[config.mk]
export PLATFORM = sky130hd
export DESIGN_NAME = unix_time_to_iso8601_text_flat
export DESIGN_NICKNAME = d
export VERILOG_FILES = /design/src/rtl/core/uit_pkg.sv /design/src/rtl/core/uit_stream_if.sv /design/src/rtl/core/uit_sec_split.sv /design/src/rtl/core/uit_civil_date.sv /design/src/rtl/core/uit_text_fmt.sv /design/src/rtl/core/uit_serializer.sv /design/src/rtl/core/unix_time_to_iso8601_text.sv /design/src/flat_wrapper.sv
export VERILOG_INCLUDE_DIRS = /design/src /design/src/rtl/core
export SDC_FILE = /design/constraint.sdc
export NUM_CORES = 2
export LEC_CHECK = 0
export BUFFER_PORTS_ARGS = -buffer_cell sky130_fd_sc_hd__buf_4
export CAP_MARGIN = 20
export CORE_ASPECT_RATIO = 0.7
export CORE_UTILIZATION = 66
export CTS_CLUSTER_SIZE = 28
export DETAILED_ROUTE_END_ITERATION = 7
export PLACE_DENSITY = 0.9
export SLEW_MARGIN = 30
export SYNTH_ARGS = -nofsm -noshare
export SYNTH_HDL_FRONTEND = slang
export SYNTH_SLANG_ARGS = --single-unit
[constraint.sdc]
create_clock -name clk -period 28.8 [get_ports clk]
set_input_delay 4.32 -clock clk [delete_from_list [all_inputs] [get_ports clk]]
set_output_delay 4.32 -clock clk [all_outputs]
set_load 0.01 [all_outputs]
[src/rtl/core/unix_time_to_iso8601_text_assert.svh]
// Assertion macros for the Unix time to ISO 8601 text block.
// Included by the RTL files that carry concurrent checks; no other dependencies.
`ifndef UNIX_TIME_TO_ISO8601_TEXT_ASSERT_SVH
`define UNIX_TIME_TO_ISO8601_TEXT_ASSERT_SVH
`ifndef SYNTHESIS
// Check a property on every rising edge, skipped while reset is high.
`define UIT_ASSERT(name, clk, rst, prop) \
  name: assert property (@(posedge clk) disable iff (rst) prop) \
    else $error("uit assertion failed");
// Check a property on every rising edge, reset included.
`define UIT_ASSERT_ALWAYS(name, clk, prop) \
  name: assert property (@(posedge clk) prop) else $error("uit assertion failed");
`else
`define UIT_ASSERT(name, clk, rst, prop)
`define UIT_ASSERT_ALWAYS(name, clk, prop)
`endif
`endif

[src/rtl/core/uit_pkg.sv]
// Shared constants, types and helper functions for the Unix time to ISO 8601 text block.
// No dependencies; every module and interface file imports this package.
package uit_pkg;

  // Channel widths
  localparam int unsigned SecW    = 38;
  localparam int unsigned TextLen = 20;
  localparam int unsigned PosW    = 5;
  localparam logic [PosW-1:0] LastPos = PosW'(TextLen - 1);

  // Input saturates at 9999-12-31T23:59:59Z
  localparam logic [SecW-1:0] TopSeconds = 38'd253402300799;

  // 86400 = 128 * 675: drop seven bits, then divide by 675
  localparam int unsigned DayShift = 7;
  localparam int unsigned DayX     = SecW - DayShift;
  localparam logic [9:0]  DayOdd   = 10'd675;
  localparam logic [21:0] RecipDay = 22'((64'd1 << DayX) / 64'd675);

  localparam logic [21:0] EpochShift = 22'd719468;
  localparam logic [17:0] EraDays    = 18'd146097;
  localparam logic [17:0] EraLast    = 18'd146096;
  localparam logic [17:0] CentDays   = 18'd36524;
  localparam logic [10:0] QuadDays   = 11'd1460;
  localparam logic [8:0]  YearDays   = 9'd365;
  localparam logic [11:0] SecsHour   = 12'd3600;
  localparam logic [5:0]  SecsMin    = 6'd60;

  // Floor reciprocals: shift equals the numerator width, so the estimate
  // is the true quotient or one below it.
  localparam logic [4:0] RecipEra  = 5'((64'd1 << 22) / 64'd146097);
  localparam logic [5:0] RecipHour = 6'((64'd1 << 17) / 64'd3600);
  localparam logic [7:0] RecipQuad = 8'((64'd1 << 18) / 64'd1460);
  localparam logic [6:0] RecipMin  = 7'((64'd1 << 12) / 64'd60);
  localparam logic [9:0] RecipYear = 10'((64'd1 << 18) / 64'd365);

  // ASCII
  localparam logic [7:0] CharZero  = 8'h30;
  localparam logic [7:0] CharDash  = 8'h2D;
  localparam logic [7:0] CharT     = 8'h54;
  localparam logic [7:0] CharColon = 8'h3A;
  localparam logic [7:0] CharZ     = 8'h5A;

  typedef logic [TextLen-1:0][7:0] text_t;

  typedef struct packed {
    logic        valid;
    logic [21:0] z;     // days since 0000-03-01
    logic [16:0] tod;   // seconds into the day
  } split_t;

  typedef struct packed {
    logic [4:0] hour;
    logic [5:0] minute;
    logic [5:0] second;
  } hms_t;

  typedef struct packed {
    logic        valid;
    logic [13:0] year;
    logic [3:0]  month;
    logic [4:0]  day;
    hms_t        hms;
  } date_t;

  typedef struct packed {
    logic  valid;
    text_t line;
  } textv_t;

  // First day of year of each month, counted from March
  function automatic logic [8:0] month_start(input logic [3:0] mp);
    logic [8:0] s;
    unique case (mp)
      4'd0:    s = 9'd0;
      4'd1:    s = 9'd31;
      4'd2:    s = 9'd61;
      4'd3:    s = 9'd92;
      4'd4:    s = 9'd122;
      4'd5:    s = 9'd153;
      4'd6:    s = 9'd184;
      4'd7:    s = 9'd214;
      4'd8:    s = 9'd245;
      4'd9:    s = 9'd275;
      4'd10:   s = 9'd306;
      4'd11:   s = 9'd337;
      default: s = 9'd0;
    endcase
    return s;
  endfunction

  // Tens digit in [7:4], ones digit in [3:0], for a value below 100
  function automatic logic [7:0] two_digits(input logic [6:0] v);
    logic [3:0] t;
    logic [6:0] r;
    t = '0;
    for (int k = 1; k <= 9; k++) begin
      t = t + 4'(v >= 7'(10 * k));
    end
    r = v - 7'(7'(t) * 7'd10);
    return {t, r[3:0]};
  endfunction

  function automatic logic [7:0] digit_char(input logic [3:0] d);
    return 8'(CharZero + 8'(d));
  endfunction

endpackage

[src/rtl/core/uit_stream_if.sv]
// Valid/ready channel interfaces for the Unix time to ISO 8601 text block.
// Depends on uit_pkg for the payload widths.
interface uit_in_if import uit_pkg::*; ();
  logic            valid;
  logic            ready;
  logic [SecW-1:0] unix_seconds;

  modport source(output valid, output unix_seconds, input ready);
  modport sink(input valid, input unix_seconds, output ready);
endinterface

interface uit_out_if import uit_pkg::*; ();
  logic            valid;
  logic            ready;
  logic [7:0]      text_char;
  logic [PosW-1:0] char_position;
  logic            last_char;

  modport source(output valid, output text_char, output char_position, output last_char,
                 input ready);
  modport sink(input valid, input text_char, input char_position, input last_char,
               output ready);
endinterface

[src/rtl/core/uit_sec_split.sv]
// Two pipeline stages: saturate the seconds and split them into days and time of day.
// Depends on uit_pkg.
module uit_sec_split import uit_pkg::*; (
  input  logic            clk,
  input  logic            rst,
  input  logic            adv,
  input  logic            in_valid,
  input  logic [SecW-1:0] unix_seconds,
  output split_t          split
);

  logic              v1;
  logic [DayX-1:0]   s1_x;
  logic [6:0]        s1_lo;
  logic [21:0]       s1_q;

  logic              v2;
  logic [21:0]       s2_z;
  logic [16:0]       s2_tod;

  logic [SecW-1:0]   sat;
  logic [52:0]       qprod;
  logic [DayX-1:0]   qmul;
  logic [10:0]       r;
  logic [21:0]       days;
  logic [9:0]        rr;

  // Stage 1: clamp, drop the power-of-two part of 86400, estimate days
  always_comb begin
    sat   = (unix_seconds > TopSeconds) ? TopSeconds : unix_seconds;
    qprod = 53'(sat[SecW-1:DayShift]) * 53'(RecipDay);
  end

  always_ff @(posedge clk) begin
    if (rst) begin
      v1 <= 1'b0;
    end else if (adv) begin
      v1 <= in_valid;
    end
  end

  always_ff @(posedge clk) begin
    if (adv) begin
      s1_x  <= sat[SecW-1:DayShift];
      s1_lo <= sat[DayShift-1:0];
      s1_q  <= qprod[52:31];
    end
  end

  // Stage 2: correct the estimate, rebuild time of day, shift the day base
  always_comb begin
    qmul = s1_x - DayX'(DayX'(s1_q) * DayX'(DayOdd));
    r    = qmul[10:0];
    if (r >= 11'(DayOdd)) begin
      days = s1_q + 22'd1;
      rr   = 10'(r - 11'(DayOdd));
    end else begin
      days = s1_q;
      rr   = r[9:0];
    end
  end

  always_ff @(posedge clk) begin
    if (rst) begin
      v2 <= 1'b0;
    end else if (adv) begin
      v2 <= v1;
    end
  end

  always_ff @(posedge clk) begin
    if (adv) begin
      s2_z   <= days + EpochShift;
      s2_tod <= {rr, s1_lo};
    end
  end

  assign split = '{valid: v2, z: s2_z, tod: s2_tod};

endmodule

[src/rtl/core/uit_civil_date.sv]
// Nine pipeline stages: day count to civil year, month, day; time of day to h:m:s.
// Depends on uit_pkg.
module uit_civil_date import uit_pkg::*; (
  input  logic   clk,
  input  logic   rst,
  input  logic   adv,
  input  split_t split,
  output date_t  date
);

  logic [8:0]  vld;

  // stage 3
  logic [21:0] s3_z;
  logic [4:0]  s3_era;
  logic [16:0] s3_tod;
  logic [4:0]  s3_hr;
  // stage 4
  logic [4:0]  s4_era;
  logic [17:0] s4_doe;
  logic [4:0]  s4_hour;
  logic [11:0] s4_rt;
  // stage 5
  logic [4:0]  s5_era;
  logic [17:0] s5_doe;
  logic [6:0]  s5_a;
  logic [2:0]  s5_b;
  logic        s5_c;
  logic [4:0]  s5_hour;
  logic [11:0] s5_rt;
  logic [5:0]  s5_min;
  // stage 6
  logic [4:0]  s6_era;
  logic [17:0] s6_doe;
  logic [17:0] s6_y;
  hms_t        s6_hms;
  // stage 7
  logic [4:0]  s7_era;
  logic [17:0] s7_doe;
  logic [17:0] s7_y;
  logic [8:0]  s7_yoe;
  hms_t        s7_hms;
  // stage 8
  logic [4:0]  s8_era;
  logic [17:0] s8_doe;
  logic [8:0]  s8_yoe;
  hms_t        s8_hms;
  // stage 9
  logic [4:0]  s9_era;
  logic [8:0]  s9_yoe;
  logic [8:0]  s9_doy;
  hms_t        s9_hms;
  // stage 10
  logic [4:0]  s10_era;
  logic [8:0]  s10_yoe;
  logic [8:0]  s10_doy;
  logic [3:0]  s10_mp;
  hms_t        s10_hms;
  // stage 11
  logic [13:0] s11_year;
  logic [3:0]  s11_month;
  logic [4:0]  s11_day;
  hms_t        s11_hms;

  logic [26:0] era_prod;
  logic [22:0] hr_prod;
  logic [21:0] rd;
  logic [4:0]  era_c;
  logic [17:0] doe_c;
  logic [16:0] rt_full;
  logic [4:0]  hour_c;
  logic [11:0] rt_c;
  logic [25:0] a_prod;
  logic [2:0]  b_cnt;
  logic [18:0] min_prod;
  logic [17:0] ra;
  logic [6:0]  a_c;
  logic [11:0] rm;
  logic [5:0]  min_c;
  logic [5:0]  sec_c;
  logic [27:0] yoe_prod;
  logic [17:0] ry;
  logic [8:0]  yoe_c;
  logic [1:0]  cent;
  logic [17:0] yday_base;
  logic [3:0]  mp_c;
  logic [3:0]  month_c;

  always_ff @(posedge clk) begin
    if (rst) begin
      vld <= '0;
    end else if (adv) begin
      vld <= {vld[7:0], split.valid};
    end
  end

  always_comb begin
    // stage 3: estimate era and hour
    era_prod = 27'(split.z) * 27'(RecipEra);
    hr_prod  = 23'(split.tod) * 23'(RecipHour);

    // stage 4: correct era and hour, form day of era and seconds into the hour
    rd = s3_z - 22'(22'(s3_era) * 22'(EraDays));
    if (rd >= 22'(EraDays)) begin
      era_c = s3_era + 5'd1;
      doe_c = 18'(rd - 22'(EraDays));
    end else begin
      era_c = s3_era;
      doe_c = rd[17:0];
    end
    rt_full = s3_tod - 17'(17'(s3_hr) * 17'(SecsHour));
    if (rt_full >= 17'(SecsHour)) begin
      hour_c = s3_hr + 5'd1;
      rt_c   = 12'(rt_full - 17'(SecsHour));
    end else begin
      hour_c = s3_hr;
      rt_c   = rt_full[11:0];
    end

    // stage 5: estimate four-year groups and minutes, count centuries
    a_prod = 26'(s4_doe) * 26'(RecipQuad);
    b_cnt  = '0;
    for (int k = 1; k <= 4; k++) begin
      b_cnt = b_cnt + 3'(s4_doe >= 18'(k * CentDays));
    end
    min_prod = 19'(s4_rt) * 19'(RecipMin);

    // stage 6: correct the estimates, form the leap-free day count
    ra  = s5_doe - 18'(18'(s5_a) * 18'(QuadDays));
    a_c = s5_a + 7'(ra >= 18'(QuadDays));
    rm  = s5_rt - 12'(12'(s5_min) * 12'(SecsMin));
    if (rm >= 12'(SecsMin)) begin
      min_c = s5_min + 6'd1;
      sec_c = 6'(rm - 12'(SecsMin));
    end else begin
      min_c = s5_min;
      sec_c = rm[5:0];
    end

    // stage 7: estimate year of era
    yoe_prod = 28'(s6_y) * 28'(RecipYear);

    // stage 8: correct year of era
    ry    = s7_y - 18'(18'(s7_yoe) * 18'(YearDays));
    yoe_c = s7_yoe + 9'(ry >= 18'(YearDays));

    // stage 9: day of the March-based year
    cent = '0;
    for (int k = 1; k <= 3; k++) begin
      cent = cent + 2'(s8_yoe >= 9'(k * 100));
    end
    yday_base = 18'(18'(s8_yoe) * 18'(YearDays)) + 18'(s8_yoe >> 2) - 18'(cent);

    // stage 10: month counted from March
    mp_c = '0;
    for (int k = 1; k <= 11; k++) begin
      mp_c = mp_c + 4'(s9_doy >= month_start(4'(k)));
    end

    // stage 11: civil month
    month_c = (s10_mp < 4'd10) ? s10_mp + 4'd3 : s10_mp - 4'd9;
  end

  always_ff @(posedge clk) begin
    if (adv) begin
      s3_z    <= split.z;
      s3_era  <= era_prod[26:22];
      s3_tod  <= split.tod;
      s3_hr   <= hr_prod[21:17];

      s4_era  <= era_c;
      s4_doe  <= doe_c;
      s4_hour <= hour_c;
      s4_rt   <= rt_c;

      s5_era  <= s4_era;
      s5_doe  <= s4_doe;
      s5_a    <= a_prod[24:18];
      s5_b    <= b_cnt;
      s5_c    <= (s4_doe == EraLast);
      s5_hour <= s4_hour;
      s5_rt   <= s4_rt;
      s5_min  <= min_prod[17:12];

      s6_era  <= s5_era;
      s6_doe  <= s5_doe;
      s6_y    <= s5_doe - 18'(a_c) + 18'(s5_b) - 18'(s5_c);
      s6_hms  <= '{hour: s5_hour, minute: min_c, second: sec_c};

      s7_era  <= s6_era;
      s7_doe  <= s6_doe;
      s7_y    <= s6_y;
      s7_yoe  <= yoe_prod[26:18];
      s7_hms  <= s6_hms;

      s8_era  <= s7_era;
      s8_doe  <= s7_doe;
      s8_yoe  <= yoe_c;
      s8_hms  <= s7_hms;

      s9_era  <= s8_era;
      s9_yoe  <= s8_yoe;
      s9_doy  <= 9'(s8_doe - yday_base);
      s9_hms  <= s8_hms;

      s10_era <= s9_era;
      s10_yoe <= s9_yoe;
      s10_doy <= s9_doy;
      s10_mp  <= mp_c;
      s10_hms <= s9_hms;

      s11_day   <= 5'(s10_doy - month_start(s10_mp) + 9'd1);
      s11_month <= month_c;
      s11_year  <= 14'(s10_yoe) + 14'(14'(s10_era) * 14'd400) + 14'(month_c <= 4'd2);
      s11_hms   <= s10_hms;
    end
  end

  assign date = '{valid: vld[8], year: s11_year, month: s11_month, day: s11_day,
                  hms: s11_hms};

endmodule

[src/rtl/core/uit_text_fmt.sv]
// Three pipeline stages: split the date and time fields into decimal digits and
// assemble the 20 ASCII characters. Depends on uit_pkg.
module uit_text_fmt import uit_pkg::*; (
  input  logic   clk,
  input  logic   rst,
  input  logic   adv,
  input  date_t  date,
  output textv_t text
);

  logic [2:0]  vld;

  logic [3:0]  s12_th;
  logic [9:0]  s12_rem;
  date_t       s12_date;

  logic [3:0]  s13_th;
  logic [3:0]  s13_hu;
  logic [6:0]  s13_rem;
  date_t       s13_date;

  text_t       s14_line;

  logic [3:0]  th_c;
  logic [3:0]  hu_c;
  logic [7:0]  yy;
  logic [7:0]  mo;
  logic [7:0]  dd;
  logic [7:0]  hh;
  logic [7:0]  mi;
  logic [7:0]  ss;
  text_t       line;

  always_ff @(posedge clk) begin
    if (rst) begin
      vld <= '0;
    end else if (adv) begin
      vld <= {vld[1:0], date.valid};
    end
  end

  always_comb begin
    th_c = '0;
    for (int k = 1; k <= 9; k++) begin
      th_c = th_c + 4'(date.year >= 14'(k * 1000));
    end
    hu_c = '0;
    for (int k = 1; k <= 9; k++) begin
      hu_c = hu_c + 4'(s12_rem >= 10'(k * 100));
    end

    yy = two_digits(s13_rem);
    mo = two_digits(7'(s13_date.month));
    dd = two_digits(7'(s13_date.day));
    hh = two_digits(7'(s13_date.hms.hour));
    mi = two_digits(7'(s13_date.hms.minute));
    ss = two_digits(7'(s13_date.hms.second));

    line[0]  = digit_char(s13_th);
    line[1]  = digit_char(s13_hu);
    line[2]  = digit_char(yy[7:4]);
    line[3]  = digit_char(yy[3:0]);
    line[4]  = CharDash;
    line[5]  = digit_char(mo[7:4]);
    line[6]  = digit_char(mo[3:0]);
    line[7]  = CharDash;
    line[8]  = digit_char(dd[7:4]);
    line[9]  = digit_char(dd[3:0]);
    line[10] = CharT;
    line[11] = digit_char(hh[7:4]);
    line[12] = digit_char(hh[3:0]);
    line[13] = CharColon;
    line[14] = digit_char(mi[7:4]);
    line[15] = digit_char(mi[3:0]);
    line[16] = CharColon;
    line[17] = digit_char(ss[7:4]);
    line[18] = digit_char(ss[3:0]);
    line[19] = CharZ;
  end

  always_ff @(posedge clk) begin
    if (adv) begin
      s12_th   <= th_c;
      s12_rem  <= 10'(date.year - 14'(14'(th_c) * 14'd1000));
      s12_date <= date;

      s13_th   <= s12_th;
      s13_hu   <= hu_c;
      s13_rem  <= 7'(s12_rem - 10'(10'(hu_c) * 10'd100));
      s13_date <= s12_date;

      s14_line <= line;
    end
  end

  assign text = '{valid: vld[2], line: s14_line};

endmodule

[src/rtl/core/uit_serializer.sv]
// Output stage: holds one finished timestamp and sends it one character per request.
// Depends on uit_pkg, uit_stream_if and the assertion macro header.
`include "unix_time_to_iso8601_text_assert.svh"
module uit_serializer import uit_pkg::*; (
  input  logic   clk,
  input  logic   rst,
  input  textv_t text,
  output logic   take,
  uit_out_if.source chars
);

  logic            busy;
  logic [PosW-1:0] idx;
  text_t           line;

  logic            fire;
  logic            done;

  assign fire = busy && chars.ready;
  assign done = fire && (idx == LastPos);
  assign take = !busy || done;

  always_ff @(posedge clk) begin
    if (rst) begin
      busy <= 1'b0;
      idx  <= '0;
    end else if (take) begin
      busy <= text.valid;
      idx  <= '0;
    end else if (fire) begin
      idx  <= idx + PosW'(1);
    end
  end

  always_ff @(posedge clk) begin
    if (take && text.valid) begin
      line <= text.line;
    end
  end

  assign chars.valid         = busy;
  assign chars.text_char     = line[idx];
  assign chars.char_position = idx;
  assign chars.last_char     = (idx == LastPos);

  `UIT_ASSERT_ALWAYS(a_reset_idle, clk, rst |=> !busy)
  `UIT_ASSERT(a_step, clk, rst, fire && (idx != LastPos) |=> busy && (idx == $past(idx) + PosW'(1)))
  `UIT_ASSERT(a_start_pos, clk, rst, $rose(busy) |-> idx == '0)
  `UIT_ASSERT(a_hold, clk, rst, busy && !chars.ready |=> busy && $stable(idx) && $stable(line))

endmodule

[src/rtl/core/unix_time_to_iso8601_text.sv]
// Top level of the Unix time to ISO 8601 UTC text block.
// Depends on uit_pkg, uit_stream_if, uit_sec_split, uit_civil_date, uit_text_fmt
// and uit_serializer.
// Usage:
//   seconds : request channel, one Unix second count (38 bits) per request.
//   chars   : result channel, 20 requests per timestamp, YYYY-MM-DDTHH:MM:SSZ,
//             each with its position 0..19; last_char marks the closing 'Z'.
//   Counts above 9999-12-31T23:59:59Z are clamped to that instant.
// Timing:
//   A 14-stage pipeline (2 stages of day split, 9 of calendar math, 3 of digit
//   formatting) feeds a one-timestamp output buffer. The buffer register takes
//   a finished timestamp from the last stage and presents its first character;
//   while chars.ready is high the characters leave one per cycle. Sustained
//   throughput is set by the single character-wide output port; up to 14 further
//   requests sit in the pipeline meanwhile.
// Stall:
//   While the buffer is busy the pipeline holds once its last stage is occupied,
//   and seconds.ready drops with it; nothing is lost or sent twice. A new
//   timestamp loads in the same cycle the last character leaves.
// Reset: synchronous, active high; clears the valid bits and the character index.
module unix_time_to_iso8601_text import uit_pkg::*; (
  input  logic      clk,
  input  logic      rst,
  uit_in_if.sink    seconds,
  uit_out_if.source chars
);

  logic   adv;     // advance every pipeline stage this cycle
  logic   take;    // output buffer accepts a finished timestamp
  split_t split;
  date_t  date;
  textv_t text;

  // Move while the last stage is empty or its timestamp is being taken
  assign adv           = !text.valid || take;
  assign seconds.ready = adv;

  uit_sec_split u_split (
    .clk          (clk),
    .rst          (rst),
    .adv          (adv),
    .in_valid     (seconds.valid),
    .unix_seconds (seconds.unix_seconds),
    .split        (split)
  );

  uit_civil_date u_date (
    .clk   (clk),
    .rst   (rst),
    .adv   (adv),
    .split (split),
    .date  (date)
  );

  uit_text_fmt u_fmt (
    .clk  (clk),
    .rst  (rst),
    .adv  (adv),
    .date (date),
    .text (text)
  );

  uit_serializer u_ser (
    .clk   (clk),
    .rst   (rst),
    .text  (text),
    .take  (take),
    .chars (chars)
  );

endmodule
[src/flat_wrapper.sv]
// flat-port wrapper written by rule: the top's interface ports become plain ports
module unix_time_to_iso8601_text_flat import uit_pkg::*;
  (clk, rst, seconds_valid, seconds_unix_seconds, seconds_ready, chars_valid, chars_text_char, chars_char_position, chars_last_char, chars_ready);
  uit_in_if seconds_i ();
  uit_out_if chars_i ();
  input  logic clk;
  input  logic rst;
  input wire logic [$bits(seconds_i.valid)-1:0] seconds_valid;
  input wire logic [$bits(seconds_i.unix_seconds)-1:0] seconds_unix_seconds;
  output wire logic [$bits(seconds_i.ready)-1:0] seconds_ready;
  output wire logic [$bits(chars_i.valid)-1:0] chars_valid;
  output wire logic [$bits(chars_i.text_char)-1:0] chars_text_char;
  output wire logic [$bits(chars_i.char_position)-1:0] chars_char_position;
  output wire logic [$bits(chars_i.last_char)-1:0] chars_last_char;
  input wire logic [$bits(chars_i.ready)-1:0] chars_ready;
  assign seconds_i.valid = seconds_valid;
  assign seconds_i.unix_seconds = seconds_unix_seconds;
  assign seconds_ready = seconds_i.ready;
  assign chars_valid = chars_i.valid;
  assign chars_text_char = chars_i.text_char;
  assign chars_char_position = chars_i.char_position;
  assign chars_last_char = chars_i.last_char;
  assign chars_i.ready = chars_ready;
  unix_time_to_iso8601_text u_core (.clk(clk), .rst(rst), .seconds(seconds_i), .chars(chars_i));
endmodule
Word level (Yosys, flattened, before mapping)
Memories as Yosys holds them, arrays and structs flattened. A register that Yosys moved wholly into a read port is not among the register bits. Cells that the tools add are included.

Word-level logic and storage cells: 360. Input port bits: 42. Memories kept: 1. ROM bits: 144. Output and inout bits: 16. Register bits: 817.

Add/subtract/negate cells: 118. Mux-type cells: 14. Multipliers: 22. Eq/ne operators: 2. Magnitude comparators: 87. Reduce and logical (&&, ||, !) cells: 8.

Memories: (no name shown) (words 16, bits a word 9, rd ports 1, clocked after Yosys merged registers in 1, write ports 0, line uit_pkg.sv:74) `unique case (mp)`.

Operators by type and width (count): adder 4 x 1 -> 4 bit (36); adder 6 x 4 -> 7 bit (first input constant) (13); >= comparator 14 x 13 -> 1 bit (second input constant) (4); multiplier 31 x 22 -> 53 bit (second input constant) (1); >= comparator 9 x 8 -> 1 bit (second input constant) (5); >= comparator 5 x 7 -> 1 bit (second input constant) (6); >= comparator 6 x 7 -> 1 bit (second input constant) (6); binary-select mux 8 bit (select 5 bit) (1); >= comparator 10 bit (second input constant) (4); > comparator 38 bit (second input constant) (1); 2-to-1 mux 38 bit (1); >= comparator 18 x 17 -> 1 bit (second input constant) (2); >= comparator 6 bit (second input constant) (6); >= comparator 9 bit (second input constant) (4); subtractor 18 bit (2); adder 3 x 1 -> 4 bit (8); >= comparator 10 x 9 -> 1 bit (second input constant) (3); >= comparator 14 x 12 -> 1 bit (second input constant) (2); adder 2 x 1 -> 3 bit (9); >= comparator 9 x 7 -> 1 bit (second input constant) (3); multiplier 18 x 9 -> 26 bit (second input constant) (1); multiplier 18 x 8 -> 25 bit (second input constant) (1); multiplier 22 x 3 -> 25 bit (second input constant) (1); >= comparator 6 x 5 -> 1 bit (second input constant) (4); other kinds (87) (127).

Depth between registers and ports, before layout
Depth after elaboration: 12. Gate-level depth with buffers: 41. Depth with buffers taken out: 41.

Hierarchy
A second synthesis with hierarchy kept.

Cells, all modules: 5308. Area, all modules: 63224.4 um^2.

By module, submodules not included: uit_civil_date (sequential area each 12682.2 um^2, cells each 2906, area an instance 33941.3 um^2, instances 1); uit_sec_split (sequential area each 2412.3 um^2, cells each 1447, area an instance 15204.6 um^2, instances 1); uit_text_fmt (sequential area each 4023.9 um^2, cells each 582, area an instance 7524.7 um^2, instances 1); uit_serializer (sequential area each 4924.7 um^2, cells each 372, area an instance 6547.5 um^2, instances 1); unix_time_to_iso8601_text (sequential area each 0.0 um^2, cells each 1, area an instance 6.3 um^2, instances 1).

Least setup slack after synthesis
No wires, ideal clock.

Kind: input-to-output. From: input port chars_ready. To: output port seconds_ready. Cell stages on the path: 5. Arrival time: 21835 ps. Buffers on the path: 2. Data required time: 24480 ps. Slack: 2645 ps. Cells stage by stage: a21boi_0 and2_1 clkbuf_1 inv_2 buf_1.

Word-level cells in the longest chain between the ends: 4.

RTL lines: start: declaration (line flat_wrapper.sv:15) `input wire logic [$bits(chars_i.ready)-1:0] chars_ready;`; logical AND 1 bit (line uit_serializer.sv:19) `assign fire = busy && chars.ready;`; logical AND 1 bit (line uit_serializer.sv:20) `assign done = fire && (idx == LastPos);`; logical OR 1 bit (line uit_serializer.sv:21) `assign take = !busy || done;`; logical OR 1 bit (line unix_time_to_iso8601_text.sv:35) `assign adv = !text.valid || take;`; end: declaration (line flat_wrapper.sv:10) `output wire logic [$bits(seconds_i.ready)-1:0] seconds_ready;`.

No other way between the ends.

Worst setup path after layout
From: input port seconds_unix_seconds[32]. To: register u_core.u_split.s1_q[21], data pin.

Word-level cells in the longest chain between the ends: 3.

RTL lines: start: declaration (line flat_wrapper.sv:9) `input wire logic [$bits(seconds_i.unix_seconds)-1:0] seconds_unix_seconds;`; > comparator 38 bit (line uit_sec_split.sv:30) `sat = (unix_seconds > TopSeconds) ? TopSeconds : unix_seconds;`; 2-to-1 mux 38 bit * (line uit_sec_split.sv:30); multiplier 31 x 22 -> 53 bit * (line uit_sec_split.sv:31) `qprod = 53'(sat[SecW-1:DayShift]) * 53'(RecipDay);`; net u_core.u_split.qprod[52] (line uit_sec_split.sv:22) `logic [52:0] qprod;`; end signal: assignment (line uit_sec_split.sv:46) `s1_q <= qprod[52:31];`; end: declaration (line uit_sec_split.sv:15) `logic [21:0] s1_q;`.

Mark *: on every way through the listed nets, which the timed path passes. The rest lies on a longest branch. A chain may end at the register's enable or synchronous reset.

==> flow_summary.json <==
{
  "dp.cells": 6082,
  "vias_per_cell": 5.88,
  "synth_cell_types": 108,
  "drt-total-wl_um": 123000,
  "antenna_found_initial": 1,
  "synth_top_cell_by_area": "edfxtp_1",
  "gp_congestion": 0.957,
  "status": "complete, no violations",
  "timing.rr.end": "u_core.u_date.s6_y[16]$_DFFE_PN_",
  "cts_max_path_buffers": 3,
  "post_cts_resized": 0,
  "yosysWarnings": 0,
  "ys_ff_latch": 692,
  "tightestPinTransition_ns": 0.948,
  "yosys-top-cells-area": "edfxtp_1 (35%), ha_1 (21%), fa_1 (17%)",
  "finalHoldWorstSlack_ns": 0.394,
  "dp_hpwl_um": 92300,
  "synthCells": 4920,
  "endpoint_kind": "flop",
  "ys_seq_area_frac": 0.358,
  "synth_edf_count": 667,
  "hold_violations": 0,
  "instances_no_fill": 6212,
  "cp-start-kind": "input port",
  "row_count": 90,
  "crit_path_max_incr_delay_ns": 0.74,
  "async_flop_share": 0,
  "post_drt_wl_per_cell_um": 19.8,
  "netlist.area_leader.share": 0.349,
  "vias": 36500,
  "cts.sinks": 692,
  "syn_nets": 6390,
  "netlist_area_um2": 57300,
  "max_cap_violations": 0,
  "clockRootBuffer": "clkbuf_16",
  "hold_depth": 0,
  "final_layout_size_suffix_gt1_frac": 0.0532,
  "setup_viol": 0,
  "cp_slowest_cell": "a2111oi_0",
  "cts_hold_buf": 0,
  "area_growth_pct": 7.46,
  "slew_headroom": 0.367,
  "clock_skew_ns": 0.0325,
  "path_max_fanout": 34,
  "grt_pass1_wl_um": 199000,
  "cts_buffers": 71,
  "die_x_um": 354,
  "drtPass1Iterations": 7,
  "r2r-start": "u_core.u_date.s5_a[1]$_DFFE_PN_",
  "antenna_left": 0,
  "htree_levels": 3,
  "min_period_over_period": 0.447,
  "min_from": "u_core.u_date.s5_rt[0]$_DFFE_PN_",
  "grt_util_all_layers": 0.283,
  "path_delay_family": "adder cells",
  "required_ns": 29.19,
  "critPathBufInv": 4,
  "worstSetupPathType": "input port to flop",
  "grt.overflow.total": 0,
  "grt_max_degree": 198,
  "cts_tree": "built",
  "drt_iter0_markers": 3336,
  "start_util": 0.666,
  "grt_pass1_vias": 38100,
  "path_common_cell": "fa_1",
  "post_cts_buffers": 0,
  "slew_violations": 0,
  "syn_avg_cell_area_um2": 11.6,
  "post-route-min-period_ns": 12.88,
  "dieArea_um2": 88000,
  "r2r_setup_slack_ns": 19.19,
  "pin_count": 58,
  "num-nets-final": 6476,
  "rsz0062_at_grt": "false",
  "coreArea_um2": 86000,
  "holdPathEnd": "u_core.u_date.s6_hms[0]$_DFFE_PN_",
  "reg2reg_depth": 40,
  "holdCritPathClass": "flop to flop",
  "fmax_mhz": 77.6,
  "setup_tns_ns": 0,
  "worst_ep_arrival_time_ns": 13.27,
  "insertion_delay_ns": 0.65,
  "remaining_drc_errors": 0,
  "port_buffers": 56,
  "die_height_um": 249,
  "ys.flop_type": "edfxtp_1",
  "cts.reportedPaths.clkPinSlew_ns": 0.06
}
==> Yosys cell counts (6+ instances only) <==
cell type and number:
inv_1 984, ha_1 951, edfxtp_1 667, fa_1 477, xnor2_1 228, nor2_1 201
a21oi_1 172, nand2_1 169, o21ai_0 138, xor2_1 88, nor3_1 71, a21o_1 64
nand3_1 55, nor2b_1 50, o21a_1 50, clkbuf_1 42, nand4_1 30, o21bai_1 30
nand2b_1 28, dfxtp_1 25, or2_2 22, a21boi_0 20, a31oi_1 20, a211oi_1 19
o211ai_1 19, and3_1 17, nor4_1 16, or3_1 15, and2_1 14, mux2i_1 13
o22ai_1 12, o31ai_1 11, a221oi_1 9, a41o_1 9, a2111oi_0 8, nor3b_1 8
a31o_2 7, a2111oi_2 6, a41oi_1 6, buf_6 6, nand3b_1 6, o41ai_1 6
==> sequential cells by signal (all words and copies together) (netlist names), 22 cells and up, named ones only <==
| name | cells |
|---|---|
| u_core.u_fmt.text | 47 |
| u_core.u_ser.line | 47 |
| u_core.u_fmt.s12_date | 26 |
| u_core.u_fmt.s13_date | 26 |
| u_core.u_date.s3_z | 22 |
| u_core.u_split.s1_q | 22 |
| u_core.u_split.s2_z | 22 |
==> logic make-up (layout without fill, tap and decap cells) <==
| group | count (synthesis) | after routing | share of synthesized area |
|---|---|---|---|
| adder cells (fa/ha/maj) | 1429 | 1429 | 0.374 |
| AO/OA/AOI/OAI | 688 | 688 | 0.0819 |
| buffers and inverters | 1042 | 1183 | 0.0693 |
| multiplexers | 22 | 22 | 0.00469 |
| other | 1 | 2 | 0.0000654 |
| XOR/XNOR | 319 | 319 | 0.0491 |
| flip-flops | 692 | 692 | 0.358 |
| AND/OR/NAND/NOR | 727 | 727 | 0.0623 |
==> how the worst max path moves through the flow <==
stage                              from                                end  slack, ns  depth (start not counted)
2_1_floorplan               chars_ready                      seconds_ready       2.64                          5
3_3_place_gp   seconds_unix_seconds[32]  u_core.u_split.s1_q[21]$_DFFE_PN_      15.55                         29
3_5_place_dp   seconds_unix_seconds[32]  u_core.u_split.s1_q[21]$_DFFE_PN_      15.67                         28
4_1_cts        seconds_unix_seconds[32]  u_core.u_split.s1_q[21]$_DFFE_PN_      16.12                         28
5_1_grt        seconds_unix_seconds[32]  u_core.u_split.s1_q[21]$_DFFE_PN_      15.35                         28
6_report       seconds_unix_seconds[32]  u_core.u_split.s1_q[21]$_DFFE_PN_      15.92                         28
==> area by class of cell <==
cell class	instances	area (µm²)
timing repair buffer	68	559
clock inverter	46	632
multi-input combinational	3186	32900
tap	1150	1440
clock buffer	82	1860
inverter	987	3710
fill	5329	24400
antenna	1	2.50
sequential	692	20500
==> metal layers <==
metal | up-vias | share of wire | global-route usage
met5 | - | 0 | 0
met4 | 0 | 0.031 | 0.0872
met3 | 259 | 0.065 | 0.0482
met2 | 1348 | 0.49 | 0.472
met1 | 18000 | 0.42 | 0.379
li1 | 16900 | - | -
==> metrics by stage <==
stage           util  cell area, µm²  setup WS (ns)
2_1_floorplan      -           57300           2.64
3_3_place_gp   0.686           59000          15.55
3_5_place_dp   0.686           59000          15.67
4_1_cts        0.715           61500          16.12
5_1_grt        0.716           61600          15.35
6_report       0.716           61600          15.92
==> worst reg2reg max path, delay by kind of cell (launching register included) <==
family / cells / cell delay [ns]
fa+ha+maj: 11 / 4.09
compound gates: 20 / 4.09
flops: 1 / 0.54
simple gates: 4 / 0.36
buf+inv: 4 / 0.20
xor+xnor: 1 / 0.09
==> placed cells by master, fill, tap and decap left out, types with 50 or more instances in the layout <==
cell type and instances:
a21o_1 64, a21oi_1 171, buf_4 64, clkbuf_16 73
edfxtp_1 667, fa_1 477, ha_1 951, inv_1 984
nand2_1 169, nand3_1 55, nor2_1 201, nor3_1 71
o21a_1 50, o21ai_0 138, xnor2_1 228, xor2_1 88
Power is not shown: default switching activity piles up to over one toggle a cycle in this logic, so the estimate is an artifact.
